$ cat src/rtl/core/rpcd_pkg.sv
// Shared types, constants and helper functions for the rod pair closest distance block.
package rpcd_pkg;

  localparam int COORD_W  = 32;
  localparam int AXIS_W   = 32;
  localparam int LEN_W    = 31;
  localparam int DIST_W   = 48;
  localparam int PARAM_W  = 32;
  localparam int RU_W     = 33;
  localparam int C_W      = 32;
  localparam int CC_W     = 61;
  localparam int NUM_W    = 35;
  localparam int QUO_W    = 62;
  localparam int REM_W    = 61;
  localparam int DIV_STEPS = QUO_W;
  localparam int QDEPTH   = 4;
  localparam int QPTR_W   = 2;
  localparam int WIDE_W   = 66;

  localparam logic [31:0] TOL_RESET = 32'd4295;
  localparam logic signed [WIDE_W-1:0] RU_MAX  = 66'sh0_FFFF_FFFF;
  localparam logic signed [WIDE_W-1:0] ONE_Q30 = 66'sh4000_0000;
  localparam logic signed [WIDE_W-1:0] DIST_MAX = 66'sh0_FFFF_FFFF_FFFF;
  localparam logic [63:0] ONE_Q60 = 64'h1000_0000_0000_0000;

  typedef struct packed {
    logic signed [COORD_W-1:0] rel_x;
    logic signed [COORD_W-1:0] rel_y;
    logic signed [COORD_W-1:0] rel_z;
    logic signed [AXIS_W-1:0]  axis_a_x;
    logic signed [AXIS_W-1:0]  axis_a_y;
    logic signed [AXIS_W-1:0]  axis_a_z;
    logic signed [AXIS_W-1:0]  axis_b_x;
    logic signed [AXIS_W-1:0]  axis_b_y;
    logic signed [AXIS_W-1:0]  axis_b_z;
    logic [LEN_W-1:0]          half_len_a;
    logic [LEN_W-1:0]          half_len_b;
  } rpcd_in_t;

  typedef struct packed {
    logic [DIST_W-1:0]         dist_sq;
    logic signed [PARAM_W-1:0] param_a;
    logic signed [PARAM_W-1:0] param_b;
  } rpcd_out_t;

  // Classified request handed from the front end to the back end.
  typedef struct packed {
    logic signed [NUM_W-1:0] num_a;
    logic signed [NUM_W-1:0] num_b;
    logic [CC_W-1:0]         cc;
    logic signed [C_W-1:0]   c;
    logic signed [RU_W-1:0]  ru1;
    logic signed [RU_W-1:0]  ru2;
    logic [DIST_W-1:0]       rr16;
    logic [LEN_W-1:0]        lh1;
    logic [LEN_W-1:0]        lh2;
    logic                    par;
    logic                    zero;
  } rpcd_job_t;

  // One stage of the shared-denominator divider pipeline.
  typedef struct packed {
    logic [REM_W-1:0]        rem_a;
    logic [REM_W-1:0]        rem_b;
    logic [QUO_W-1:0]        q_a;
    logic [QUO_W-1:0]        q_b;
    logic [1:0]              nlo_a;
    logic [1:0]              nlo_b;
    logic                    neg_a;
    logic                    neg_b;
    logic                    sat_a;
    logic                    sat_b;
    logic [CC_W-1:0]         den;
    logic signed [C_W-1:0]   c;
    logic signed [RU_W-1:0]  ru1;
    logic signed [RU_W-1:0]  ru2;
    logic [DIST_W-1:0]       rr16;
    logic [LEN_W-1:0]        lh1;
    logic [LEN_W-1:0]        lh2;
    logic                    par;
    logic                    zero;
  } rpcd_div_t;

  // Signed division by 2^k with truncation toward zero.
  function automatic logic signed [WIDE_W-1:0] trunc_shr(input logic signed [WIDE_W-1:0] x,
                                                         input int unsigned k);
    logic signed [WIDE_W-1:0] bias;
    bias = x[WIDE_W-1] ? ((66'sd1 <<< k) - 66'sd1) : 66'sd0;
    return (x + bias) >>> k;
  endfunction

  function automatic logic signed [WIDE_W-1:0] sat_mag(input logic signed [WIDE_W-1:0] x,
                                                       input logic signed [WIDE_W-1:0] lim);
    logic signed [WIDE_W-1:0] res;
    res = x;
    if (x > lim) begin
      res = lim;
    end else if (x < -lim) begin
      res = -lim;
    end
    return res;
  endfunction

endpackage

$ cat src/rtl/core/rpcd_queue.sv
// Short request queue between the front end and the back end.
module rpcd_queue (
  input  logic                 clk,
  input  logic                 rst_n,
  input  logic                 push,
  input  rpcd_pkg::rpcd_job_t  push_item,
  output logic                 full,
  input  logic                 take,
  output logic                 out_valid,
  output rpcd_pkg::rpcd_job_t  out_item
);

  rpcd_pkg::rpcd_job_t mem_r [rpcd_pkg::QDEPTH];
  logic [rpcd_pkg::QPTR_W-1:0] wr_r, rd_r;
  logic [rpcd_pkg::QPTR_W:0] count_r;
  logic pop;

  assign full      = (count_r == (rpcd_pkg::QPTR_W+1)'(rpcd_pkg::QDEPTH));
  assign out_valid = (count_r != '0);
  assign pop       = out_valid && take;
  assign out_item  = mem_r[rd_r];

  always_ff @(posedge clk) begin
    if (push) begin
      mem_r[wr_r] <= push_item;
    end
  end

  always_ff @(posedge clk) begin
    if (!rst_n) begin
      wr_r    <= '0;
      rd_r    <= '0;
      count_r <= '0;
    end else begin
      if (push) begin
        wr_r <= wr_r + 1'b1;
      end
      if (pop) begin
        rd_r <= rd_r + 1'b1;
      end
      count_r <= count_r + (rpcd_pkg::QPTR_W+1)'(push) - (rpcd_pkg::QPTR_W+1)'(pop);
    end
  end

`ifndef ASSERT_OFF
  a_no_overflow: assert property (@(posedge clk) disable iff (!rst_n) push |-> !full)
    else $error("queue written while full");
  a_count_step: assert property (@(posedge clk) disable iff (!rst_n)
    (push && !pop) |=> (count_r == $past(count_r) + 1'b1))
    else $error("queue count did not follow a lone push");
  a_ptr_match: assert property (@(posedge clk) disable iff (!rst_n)
    ((count_r == '0) || full) |-> (wr_r == rd_r))
    else $error("queue pointers disagree with count");
`endif

endmodule

$ cat config.mk
export PLATFORM = sky130hd
export DESIGN_NAME = rpcd_queue
export DESIGN_NICKNAME = d
export VERILOG_FILES = /design/src/rtl/core/rpcd_pkg.sv /design/src/rtl/core/rpcd_queue.sv
export SDC_FILE = /design/constraint.sdc
export NUM_CORES = 1
export LEC_CHECK = 0
export BUFFER_PORTS_ARGS = -buffer_cell sky130_fd_sc_hd__clkbuf_2
export CORE_MARGIN = 1
export CORE_UTILIZATION = 61
export DETAILED_ROUTE_END_ITERATION = 6
export PLACE_DENSITY = 0.85
export SETUP_SLACK_MARGIN = 0.1
export SYNTH_ARGS = -nofsm -noshare
export SYNTH_HDL_FRONTEND = slang
export SYNTH_SLANG_ARGS = --single-unit
$ cat constraint.sdc
create_clock -name clk -period 21.7 [get_ports clk]
set_clock_uncertainty 0.15 [all_clocks]
set_input_delay 1.085 -clock clk [delete_from_list [all_inputs] [get_ports clk]]
set_output_delay 1.085 -clock clk [all_outputs]
set_load 0.05 [all_outputs]
* Word-level counts from Yosys, hierarchy flattened
Memory sizes are Yosys's and may differ from the RTL's. A register that Yosys moved wholly into a read port is not among the register bits. Cells that the tools add are included.
Storage, ports and cells: bits in writable memories 1364, ROM bits 0, memories 1, register bits 7, bits in latches 0, logic and storage cells 15, output and inout bits 343
Cells by class: reduce and logical (&&, ||, !) cells 2, multipliers 0, $lt $le $gt $ge 0, multiplexer cells 4, shift-type cells 0, $add $sub $neg 4, bitwise operators 0, eq/ne operators 1, div/mod/pow operators 0
Memories:
- mem_r | depth 4, bits a word 341, rd ports 1, clocked after memory_dff 1, write ports 1, line rpcd_queue.sv:13 | rpcd_pkg::rpcd_job_t mem_r [rpcd_pkg::QDEPTH];
Operators with widths (number):
- adder 2 x 1 -> 2 bit (second input constant) | 2
- 2-to-1 mux 2 bit | 2
- adder 3 x 1 -> 3 bit | 1
- == test 3 bit (second input constant) | 1
- nonzero test 3 bit | 1
- subtractor 3 x 1 -> 3 bit | 1
- 2-to-1 mux 1 bit | 2
- logical AND 1 bit | 1

* Logic depth before layout (Yosys ltp)
Gate-level depths: netlist of run 1.
depth in word-level cells 4, mapped depth 7, mapped depth without buffers 7

* Worst setup path before layout of run 1
No wires, ideal clock.
kind input-to-reg, start in push, end mem mem_r[0][0] (netlist bit), enable pin, stages 1, required time 20.805 ns, setup time 0.745 ns, arrival time 8.765 ns, path slack 12.039 ns, path through and2_1
Between the ends: cells in the longest elaborated chain, start to end 2
RTL lines:
- start, declared | line rpcd_queue.sv:5 | input logic push,
- 2-to-1 mux 1 bit | line rpcd_queue.sv:24 | if (push) begin
- 2-to-1 mux 1 bit (not written as such) | line rpcd_queue.sv:25 | mem_r[wr_r] <= push_item;
- end, declared | line rpcd_queue.sv:13
No other way between the ends.

==> results of run 1 <==
[stage by stage]
step                cells  utilization  total power, W
floorplan            1826            -         0.00456
global placement     3522        0.672         0.00487
detailed placement   3522        0.672         0.00492
CTS                  3763        0.726         0.00720
global route         3800        0.727         0.00735
finish               3804        0.727         0.00716
[placed cells by master (no fill, tap or decap), types with 6 or more instances in the layout]
| master | synthesis | layout |
|---|---|---|
| buf_4 | 0 | 21 |
| bufinv_16 | 0 | 11 |
| clkbuf_1 | 8 | 24 |
| clkbuf_16 | 0 | 136 |
| clkbuf_2 | 0 | 687 |
| clkinv_1 | 0 | 26 |
| clkinv_2 | 0 | 29 |
| dfxtp_1 | 9 | 7 |
| diode_2 | 0 | 41 |
| edfxtp_1 | 1364 | 1364 |
| ha_1 | 6 | 6 |
| inv_1 | 6 | 6 |
| mux4_2 | 341 | 341 |
[cell type report]
type	count	area, um^2
sequential	1373	41100
fill	4197	22000
multi-input combinational	371	7960
timing repair buffer	712	3680
clock buffer	160	3490
tap	1060	1330
clock inverter	81	810
antenna	41	103
inverter	6	22.5
[cells by family after synthesis]
group / synth area share
buffers and inverters: 0.0121
AO/OA/AOI/OAI: 0.000353
AND/OR/NAND/NOR: 0.00179
flip-flops: 0.828
XOR/XNOR: 0.000629
multiplexers: 0.155
adder cells (fa/ha/maj): 0.00191
[report_power, final]
part           switching, W  internal, W
Sequential        0.0000649      0.00306
Combinational       0.00125     0.000512
Clock              0.000987      0.00129
[cells in the mapped netlist]
cell type  number
xnor3_1         1
edfxtp_1     1364
inv_1           6
nor2b_1         1
ha_1            6
buf_6          33
mux2i_1         4
o311ai_0        1
buf_2          35
nand2_1         2
xor2_1          1
and3_1          1
o31a_1          1
dfxtp_1         9
nand2b_1        2
clkbuf_1        8
and2_1          8
mux4_2        341
fa_1            1
or3_1           1
[sequential cells by signal, summed over array words and instances (netlist names), named ones only]
name / count
rd_r: 2
wr_r: 2
mem_r: 1364
count_r: 3
[per-layer routing]
layer	track usage	wire (um)
met5	0	81
met4	0.168	6930
met3	0.0798	10800
met2	0.471	62200
met1	0.336	39400
[final timing paths]
path                    to  slack [ns]      start  cells past startpoint
max reg2reg  mem_r[1][300]       17.30    wr_r[0]                      5
max          out_item[251]       16.07  flip-flop                      4
min                rd_r[0]        0.39    rd_r[0]                      2
min reg2reg        rd_r[0]        0.39    rd_r[0]                      2
[critical path: stages (launching register included)]
cell      delay (ns)
dfxtp_4         1.01
buf_4           0.81
buf_12          0.61
mux4_2          0.67
clkbuf_2        0.27
==> results.sh, run 1 <==
export IMPL_worstSetupStartpointType="flip-flop"
export IMPL_clkTransAtPathRegs_ns=0.06
export IMPL_cp_data_arrival_time_ns=4.40
export IMPL_nets=2951
export IMPL_antenna_found_initial=46
export IMPL_firstDrtPassIters=6
export IMPL_clock_sinks=1373
export IMPL_max_slew_margin=0.216
export IMPL_avgSynthCellArea_um2=27.2
export IMPL_grt_max_degree=156
export IMPL_hp_class="reg -> reg"
export IMPL_yosysTopAreaCellShare=0.824
export IMPL_synth_area_leaders="edfxtp_1 82%, mux4_2 15%, buf_6 0.75%"
export IMPL_yosysWarnings=0
export IMPL_ys_seq_area_frac=0.828
export IMPL_crit_fanout=111
export IMPL_drc=0
export IMPL_die_x_um=287
export IMPL_ys_ff_latch=1373
export IMPL_ant_nets=0
export IMPL_num_rows=104
export IMPL_whs_ns=0.385
export IMPL_grt_pass1_wl_um=167000
export IMPL_cts_buffers=135
export IMPL_required_ns=20.47
export IMPL_final_area_mm2=0.0585
export IMPL_io_pins=688
export IMPL_syn2layout_area_growth_pct=17.8
export IMPL_fin_crit_sh=0.260
export IMPL_clockBufferDepth=3
export IMPL_wl_per_cell_um=31.4
export IMPL_hold_buffers=0
export IMPL_drive_gt1_frac=0.462
export IMPL_hold_viol_final=0
export IMPL_post_dp_cell_area_mm2=0.0541
export IMPL_netlist_top_cell_by_area="edfxtp_1"
export IMPL_wirelength_um=119000
export IMPL_place_congestion=0.827
export IMPL_pre_cts_ws_ns=16.70
export IMPL_initial_core_util=0.617
export IMPL_vias=23800
export IMPL_fp_dieH_um=287
export IMPL_post_cts_resized=0
export IMPL_clk_latency_ns=0.72
export IMPL_grt_pass1_vias=25100
export IMPL_rsz0062_at_grt="no"
export IMPL_worstSetupPathType="reg -> out"
export IMPL_ys_types=20
export IMPL_power_density_mw_per_mm2=122
export IMPL_h_tree_depth=4
export IMPL_slew_viol_final=0
export IMPL_syn_num_nets=2178
export IMPL_setup_tns_ns=0
export IMPL_maxCapViolCount=0
export IMPL_status="finished, final reports clean"
export IMPL_syn_inst=1826
export IMPL_coreArea_mm2=0.0805
export IMPL_worst_slack_ns=16.07
export IMPL_tightest_slew_ns=1.18
export IMPL_finalSetupViolations=0
export IMPL_netlist_area_mm2=0.0497
export IMPL_postCtsSetupBuffers=0
export IMPL_portBuffers=687
export IMPL_initialDrtViolationCount=2317
export IMPL_p_leak_nw=19.7
export IMPL_grt_ovfl_total=0
export IMPL_peakVddDrop_uv=121
export IMPL_grt_total_usage=0.285
export IMPL_max_freq_mhz=178
export IMPL_crit_path_end_kind="output pin"
export IMPL_via_per_inst=6.25
export IMPL_hpwl_um=68500
export IMPL_cts_root_buf="clkbuf_16"
export IMPL_period_needed_ns=5.63
export IMPL_die_area_mm2=0.0826
export IMPL_cts_tree="built"
No activity file was read; power rests on OpenSTA's default activity.
==> run 2, diff against run 1 <==
--- a/config.mk
+++ b/config.mk
@@ -7,9 +7,9 @@
 export LEC_CHECK = 0
 export BUFFER_PORTS_ARGS = -buffer_cell sky130_fd_sc_hd__clkbuf_2
 export CORE_MARGIN = 1
-export CORE_UTILIZATION = 61
+export CORE_UTILIZATION = 57
 export DETAILED_ROUTE_END_ITERATION = 6
-export PLACE_DENSITY = 0.85
+export PLACE_DENSITY = 0.8
 export SETUP_SLACK_MARGIN = 0.1
 export SYNTH_ARGS = -nofsm -noshare
 export SYNTH_HDL_FRONTEND = slang
==> constraint.sdc (replaced) <==
create_clock -name clk -period 5.4 [get_ports clk]
set_clock_uncertainty 0.15 [all_clocks]
set_input_delay 0.27 -clock clk [delete_from_list [all_inputs] [get_ports clk]]
set_output_delay 0.27 -clock clk [all_outputs]
set_load 0.05 [all_outputs]
==> run 2 against run 1 <==
Net effect: count of clock-buffer cells in the layout stayed put; flip-flop and latch count stayed put; global-route usage is 0.98 points higher; wire length is 7.4% higher; critical path depth is 1 lower; first-iteration DRC count is 20% higher; total power grew to 4.0 times the previous value; cell count is 11% higher; utilization is 0.33 points lower; clock power grew to 3.9 times the previous value; die area is 7.0% higher; highest routed layer unchanged.
==> results.sh, run 2 (synthesis results as in run 1) <==
export IMPL_slew_viol_final=0
export IMPL_path_delay_family="flip-flops"
export IMPL_rr_worst_depth=3
export IMPL_ant_nets=0
export IMPL_rsz0062_at_grt="no"
export IMPL_cp_data_arrival_time_ns=3.27
export IMPL_portBuffers=687
export IMPL_fp_dieH_um=297
export IMPL_cpPeakStageDelay_ns=1.02
export IMPL_hold_viol_final=0
export IMPL_die_x_um=297
export IMPL_via_per_inst=6.03
export IMPL_cts_tree="built"
export IMPL_tightest_slew_ns=1.02
export IMPL_fill_cells=4501
export IMPL_initialDrtViolationCount=2783
export IMPL_drive_gt1_frac=0.408
export IMPL_met1_usage=0.338
export IMPL_required_ns=4.98
export IMPL_final_cell_mix="1364 x edfxtp_1, 687 x clkbuf_2, 344 x dlygate4sd3_1"
export IMPL_clkTransAtPathRegs_ns=0.06
export IMPL_place_inst=3623
export IMPL_peakVddDrop_uv=461
export IMPL_hp_class="in -> reg"
export IMPL_hpwl_um=67200
export IMPL_power_density_mw_per_mm2=467
export IMPL_reg_top3="mem_r x1364, count_r x3"
export IMPL_num_rows=107
export IMPL_finalNonFillerCells=4222
export IMPL_rr_endpoint="mem_r[1][304]"
export IMPL_setup_tns_ns=0
export IMPL_initial_core_util=0.579
export IMPL_r2r_slack_ns=2.71
export IMPL_clock_sinks=1373
export IMPL_post_cts_resized=0
export IMPL_min_to="mem_r[1][73]"
export IMPL_min_from="push_item[73]"
export IMPL_fin_crit_sh=0.684
export IMPL_clk_latency_ns=0.73
export IMPL_worstSetupPathType="reg -> out"
export IMPL_grt_pass1_vias=27600
export IMPL_antenna_found_initial=16
export IMPL_finalSetupViolations=0
export IMPL_grt_util_met2=0.520
export IMPL_grt_ovfl_total=0
export IMPL_wl_per_cell_um=30.4
export IMPL_vias=25500
export IMPL_crit_fanout=49
export IMPL_regMostFlops="mem_r"
export IMPL_nets=3310
export IMPL_cp_cell_sequence="buf_4 -> mux4_2 -> clkbuf_2"
export IMPL_die_area_mm2=0.0884
export IMPL_final_common_cell="edfxtp_1"
export IMPL_place_congestion=0.784
export IMPL_cp_num_buf_inv=2
export IMPL_drc=0
export IMPL_io_pins=688
export IMPL_grt_use_met3=0.0662
export IMPL_max_freq_mhz=271
export IMPL_grt_busiest_layer="met2"
export IMPL_crit_cells=3
export IMPL_p_leak_nw=21.1
export IMPL_crit_path_end_kind="output pin"
export IMPL_r2r_start="wr_r[0]"
export IMPL_holdPathStages=2
export IMPL_h_tree_depth=4
export IMPL_max_slew_margin=0.321
export IMPL_grt_max_degree=116
export IMPL_grt_pass1_wl_um=186000
export IMPL_largest_register_ffs=1364
export IMPL_grt_total_usage=0.295
export IMPL_cts_buffers=133
export IMPL_firstDrtPassIters=5
export IMPL_cts_root_buf="clkbuf_16"
export IMPL_status="finished, final reports clean"
export IMPL_period_needed_ns=3.69
export IMPL_clockBufferDepth=3
export IMPL_worstSetupStartpointType="flip-flop"
export IMPL_wirelength_um=128000
export IMPL_syn2layout_area_growth_pct=24.9
export IMPL_crit_slowest_cell="dfxtp_4"
export IMPL_postCtsSetupBuffers=0
export IMPL_coreArea_mm2=0.0858
export IMPL_maxCapViolCount=0
run 2: what timing repair did:
| action | in CTS | in global routing |
|---|---|---|
| setup endpoints to repair | 0 | 0 |
| hold buffers | 344 | 0 |
| hold endpoints to repair | 1373 | 0 |
run 2: final cells by class:
class                      instances  area (um^2)  share of cell area
inverter                           6         22.5            0.000363
clock inverter                    79          622              0.0100
antenna                           16         40.0            0.000645
tap                             1144         1430              0.0231
timing repair buffer            1073         7350               0.118
clock buffer                     160         3510              0.0566
multi-input combinational        371         7960               0.128
sequential                      1373        41100               0.663
run 2: power breakdown:
part | internal [W] | switching (W) | total [W]
Sequential | 0.0123 | 0.000268 | 0.0125
Combinational | 0.00227 | 0.00517 | 0.00744
Clock | 0.00503 | 0.00397 | 0.00900
Total | 0.0196 | 0.00941 | 0.0290
run 2: layer usage:
layer  vias up  wire length (um)
met2      1682             68900
met4         4              7140
met3       377             10600
li1      10300                 -
met5         -                23
met1     13100             41600
run 2: worst max path at each step:
| stage | startpoint | slack (ns) | endpoint |
|---|---|---|---|
| after detailed placement | flip-flop | 2.33 | out_item[10] |
| after CTS | flip-flop | 1.55 | out_item[10] |
| after floorplan | wr_r[0] | 0.11 | mem_r[2][0] |
| after global placement | flip-flop | 2.34 | out_item[10] |
| after global routing | flip-flop | 1.49 | out_item[327] |
| final | flip-flop | 1.71 | out_item[218] |
run 2: per-stage QoR:
stage	setup slack (ns)	hold WS, ns	area [um^2]	total power (W)	utilization
2_1_floorplan	0.106	0.219	49700	0.0182	-
3_3_place_gp	2.34	0.303	54500	0.0197	0.635
3_5_place_dp	2.33	0.328	54500	0.0198	0.635
4_1_cts	1.55	0.0900	62000	0.0289	0.723
5_1_grt	1.49	0.129	62100	0.0297	0.723
6_report	1.71	0.144	62100	0.0290	0.723
